## src/hw/rtl/pdf_pkg.sv

```systemverilog
//------------------------------------------------------------------------------
// pdf_pkg
// Types, register indexes and a shared arithmetic helper of the plane dot-fold
// transform.
//------------------------------------------------------------------------------
package pdf_pkg;

   localparam int CfgWidth = 60;
   localparam int NumCfg   = 8;

   typedef enum logic [2:0] {
      CFG_FOLD_NORMAL = 3'd0,
      CFG_ROT_ROW_X   = 3'd1,
      CFG_ROT_ROW_Y   = 3'd2,
      CFG_ROT_ROW_Z   = 3'd3,
      CFG_SCALE_OFF   = 3'd4,
      CFG_WIN_LOW     = 3'd5,
      CFG_WIN_HIGH    = 3'd6,
      CFG_EXTRA_SC    = 3'd7
   } cfg_index_type;

   typedef struct packed {
      logic signed [31:0] pos_x;
      logic signed [31:0] pos_y;
      logic signed [31:0] pos_z;
      logic signed [31:0] dist_est;
      logic [7:0]         iteration;
   } req_word_type;

   typedef struct packed {
      logic signed [31:0] out_x;
      logic signed [31:0] out_y;
      logic signed [31:0] out_z;
      logic signed [31:0] out_dist_est;
   } rsp_word_type;

   typedef struct packed {
      logic [47:0] fold_normal;
      logic [47:0] rot_x;
      logic [47:0] rot_y;
      logic [47:0] rot_z;
      logic [47:0] scale_off;
      logic [47:0] win_low;
      logic [39:0] win_high;
      logic [59:0] extra_sc;
   } cfg_regs_type;

   function automatic logic signed [31:0] sat32(input logic signed [63:0] v);
      if (v > 64'sd2147483647) return 32'sh7FFFFFFF;
      if (v < -64'sd2147483648) return 32'sh80000000;
      return v[31:0];
   endfunction

endpackage

```

## src/hw/rtl/pdf_mult_stage.sv

```systemverilog
//------------------------------------------------------------------------------
// pdf_mult_stage
// One extra multiplier: scales the point by s and the estimate by |s| inside
// its iteration window. One register stage.
//------------------------------------------------------------------------------
module pdf_mult_stage #(
   parameter int IterBits = 8
) (
   input  logic                clock,
   input  logic                reset,
   input  logic                advance,
   input  logic                enable,
   input  logic [7:0]          win_start,
   input  logic [7:0]          win_stop,
   input  logic signed [11:0]  factor,
   input  logic                in_valid,
   input  logic [IterBits-1:0] in_iter,
   input  pdf_pkg::rsp_word_type in_word,
   output logic                out_valid,
   output logic [IterBits-1:0] out_iter,
   output pdf_pkg::rsp_word_type out_word
);
   import pdf_pkg::*;

   logic                  valid_ff;
   logic [IterBits-1:0]   iter_ff;
   rsp_word_type          word_ff, word_in;
   logic                  act;
   logic signed [12:0]    mag;
   logic [15:0]           it_w;

   assign it_w = 16'(in_iter);
   assign act  = enable && (it_w >= 16'(win_start)) && (it_w < 16'(win_stop));
   assign mag  = factor[11] ? -13'(factor) : 13'(factor);

   always_comb begin
      word_in = in_word;
      if (act) begin
         word_in.out_x = sat32((64'(in_word.out_x) * 64'(factor)) >>> 8);
         word_in.out_y = sat32((64'(in_word.out_y) * 64'(factor)) >>> 8);
         word_in.out_z = sat32((64'(in_word.out_z) * 64'(factor)) >>> 8);
         word_in.out_dist_est = sat32((64'(in_word.out_dist_est) * 64'(mag)) >>> 8);
      end
   end

   always_ff @(posedge clock) begin
      if (reset) begin
         valid_ff <= 1'b0;
      end else if (advance) begin
         valid_ff <= in_valid;
      end
      if (advance) begin
         word_ff <= word_in;
         iter_ff <= in_iter;
      end
   end

   assign out_valid = valid_ff;
   assign out_iter  = iter_ff;
   assign out_word  = word_ff;
endmodule

```

## config.mk

```make
export PLATFORM = sky130hd
export DESIGN_NAME = pdf_mult_stage
export DESIGN_NICKNAME = d
export VERILOG_FILES = /design/src/hw/rtl/pdf_pkg.sv /design/src/hw/rtl/pdf_mult_stage.sv
export SDC_FILE = /design/constraint.sdc
export NUM_CORES = 2
export LEC_CHECK = 0
export BUFFER_PORTS_ARGS = -buffer_cell sky130_fd_sc_hd__buf_2
export CAP_MARGIN = 15
export CORE_ASPECT_RATIO = 1.25
export CORE_MARGIN = 2
export CORE_UTILIZATION = 66
export CTS_CLUSTER_DIAMETER = 100
export CTS_CLUSTER_SIZE = 16
export DETAILED_ROUTE_END_ITERATION = 8
export GPL_TIMING_DRIVEN = 1
export PLACE_DENSITY = 0.85
export SLEW_MARGIN = 30
export SYNTH_ARGS = -nofsm -noshare
export SYNTH_HDL_FRONTEND = slang
export SYNTH_SLANG_ARGS = --single-unit
```

## constraint.sdc

```tcl
create_clock -name clock -period 10 [get_ports clock]
set_clock_uncertainty 0.1 [all_clocks]
set_input_delay 1 -clock clock [delete_from_list [all_inputs] [get_ports clock]]
set_output_delay 1 -clock clock [all_outputs]
set_load 0.05 [all_outputs]
```

==> flow_summary.json <==
{
  "ys_top_cells_by_area": "fa_1 47%, inv_1 8.3%, ha_1 8.1%, nand2_1 7.4%, edfxtp_1 7.0%",
  "seq_area_sq_um": 4100,
  "start_util_pct": 66.3,
  "rows": 122,
  "path_clk_slew_ps": 70,
  "port_buffers": 305,
  "yosysWarnings": 0,
  "grt_pass1_vias": 50355,
  "grt_max_degree": 98,
  "core_sq_um": 88200,
  "cts_sinks": 137,
  "drt_first_pass_iters": 6,
  "die_area_sq_um": 91000,
  "fin_nets": 8427,
  "fin_crit_ps": 8970,
  "critPathRequiredTime_ps": 10170,
  "max_stage_delay_ps": 870,
  "crit_type": "in2reg",
  "finalCritPeriodShare_pct": 89.7,
  "die_w_um": 270,
  "fillCellCount": 6775,
  "seq_area_frac_synth_pct": 7.02,
  "slew_violations": 0,
  "antenna_found_initial": 25,
  "place_inst": 7659,
  "die_h_um": 337,
  "crit_top_cell": "fa_1",
  "io_pins": 306,
  "clock_latency_ps": 530,
  "fin_tns_setup_ps": 0,
  "crit_path_top_delay_cell": "o41ai_1",
  "grt_pass1_wl_um": 259000,
  "fmax_mhz": 111,
  "worst-path-buf-inv": 3,
  "grt-ovfl-total": 0,
  "ys.flop_type": "edfxtp_1",
  "cp-end-kind": "register",
  "slew_headroom_pct": 38.4,
  "clockRootBuffer": "clkbuf_16",
  "crit_chain": "buf_4, nor3_1, nand2_1, o41ai_1, xnor2_4, buf_4, and2_1, fa_1, fa_1, fa_1, fa_1, fa_1, ha_1, ha_1, nand4_1, nor2_1, nand3_1, o41ai_1, nor3_1, nor3_1, nand2b_2, a31oi_2, buf_4, a221o_1",
  "post_cts_buffers": 0,
  "area_growth_pct": 4.92,
  "netlist_area_sq_um": 58500,
  "outcome": "complete, no violations",
  "hold_buffers": 0,
  "cts-resized-gates": 0,
  "cts_tree": "built",
  "multi_input_area_sq_um": 48300,
  "ant_nets": 0,
  "post-dp-hpwl_um": 124000,
  "cp_max_fo": 19,
  "globalplace.congestion": 0.939,
  "netlist_instances": 6468,
  "final_cells": 7701,
  "finalHoldViolCount": 0,
  "synth-seq-cells": 137,
  "hp-class": "reg2reg",
  "drt_iter0_drc": 3341,
  "ys_types": 89,
  "h-tree-depth": 4,
  "postLayoutCoreUtil_pct": 69.5,
  "start_kind": "primary input",
  "clock_path_buffers": 2,
  "postSynthAreaPerCell_sq_um": 9.04,
  "max_slew.worst_pin.slew_ps": 911,
  "layout-drive-gt1-share_pct": 6.66,
  "yosys.area.top_type": "fa_1",
  "rsz0062_at_grt": "no",
  "drc": 0,
  "viasPerCell": 5.98,
  "cp_top_family": "adder cells",
  "drt_wl_total_um": 159000,
  "synth_edf_count": 136,
  "setup_viol": 0,
  "ys_async_sr_fraction_pct": 0,
  "cp.arrival_ps": 9140,
  "post_drt_wl_per_cell_um": 20.7,
  "grt_usage_pct": 36.5,
  "cts_made_buffers": 17,
  "cap_violations": 0,
  "hold_slack_ps": 407,
  "vias": 46067,
  "synth_top_area_share_pct": 47.2
}
-- through the flow --
stage / worst slack, ps / area (sq um)
after global routing: 581 / 61300
after floorplan: 1170 / 58600
after global placement: 853 / 60700
after detailed placement: 514 / 60700
final: 1030 / 61300
after CTS: 1080 / 61300
-- worst reg2reg max path, cell delays in order (launching register included) --
cell and delay, ps:
dfxtp_1 310, mux2i_1 120, nor2_1 50
-- layout make-up --
cell class / instances / share of cell area (%)
diodes: 10 / 0.0408
clock buffers: 22 / 0.724
clock inverters: 10 / 0.167
inverters: 1290 / 7.89
multi-input cells: 4690 / 78.7
flip-flops and latches: 137 / 6.69
well taps: 1178 / 2.40
repair buffers: 364 / 3.38
-- worst paths after layout --
| kind | start | end | slack (ps) | cells after the start |
|---|---|---|---|---|
| worst min-delay path | out_valid$_SDFFE_PP0P_ | out_valid$_SDFFE_PP0P_ | 410 | 2 |
| worst min register to register | out_valid$_SDFFE_PP0P_ | out_valid$_SDFFE_PP0P_ | 410 | 2 |
| worst max register to register | out_valid$_SDFFE_PP0P_ | out_valid$_SDFFE_PP0P_ | 9310 | 2 |
| worst max-delay path | factor[3] | out_word[29]$_DFFE_PP_ | 1030 | 24 |
-- cells in the mapped netlist, drive strengths merged (26+ instances only) --
cell / count
clkbuf: 346
fa: 1378
edfxtp: 136
a21o: 66
and2: 401
inv: 1290
a21oi: 194
xnor2: 120
nand3: 40
a221o: 49
nand4: 31
nor2b: 50
buf: 35
ha: 380
xor2: 56
o21a: 26
o21ai: 146
nand2b: 103
nor2: 156
nor3: 31
o22ai: 34
nand2: 1153
-- sequential cells by signal, summed over array words and instances (netlist names) --
| signal | count |
|---|---|
| out_valid | 1 |
| out_word | 128 |
| out_iter | 8 |
-- kinds of logic (layout without fill, tap and decap cells) --
kind of cell	Yosys count	count (layout)	synth area share, %
simple gates	2029	2029	16.1
fa+ha+maj	1758	1758	55.3
buf+inv	1671	1686	10.9
compound gates	687	687	7.93
xor+xnor	176	176	2.64
flops	137	137	7.02
mux	8	8	0.150
other cells	2	42	0.0128
-- cell usage in the layout, fill, tap and decap left out, types with 7 or more instances in the layout --
master     instances
a41oi_1            8
o21bai_1          18
o31ai_1            9
a31oi_1           18
nor3_1            31
xor2_1            54
inv_1           1290
a211oi_1          11
and3_1            22
a21oi_1          194
nand2b_1         102
nand4_1           30
nor2b_1           50
diode_2           10
nand2_1         1152
o211ai_1          11
o21ai_1           11
edfxtp_1         136
conb_1            32
o21ai_0          135
a22o_1            14
o22ai_1           34
xnor2_1          113
a21o_1            66
buf_2            295
fa_1            1378
a221o_1           49
or3_1              8
clkbuf_16         17
and4_1             9
nand3_1           39
buf_4             62
ha_1             380
o21a_1            26
nor2_1           155
and2_1           401
a2111oi_0          7
a21boi_0           7
-- layer usage --
layer | track usage (%) | wire length, um | part of all wire [%] | up-vias
li1 | - | - | - | 19625
met1 | 42.5 | 54300 | 34 | 23259
met2 | 63.2 | 80200 | 50 | 2485
met3 | 7.68 | 15000 | 9.4 | 670
met4 | 20.6 | 9720 | 6.1 | 28
met5 | 0 | 170 | 0.11 | -
Power is not shown: default switching activity piles up to over one toggle a cycle in this logic, so the estimate is an artifact.
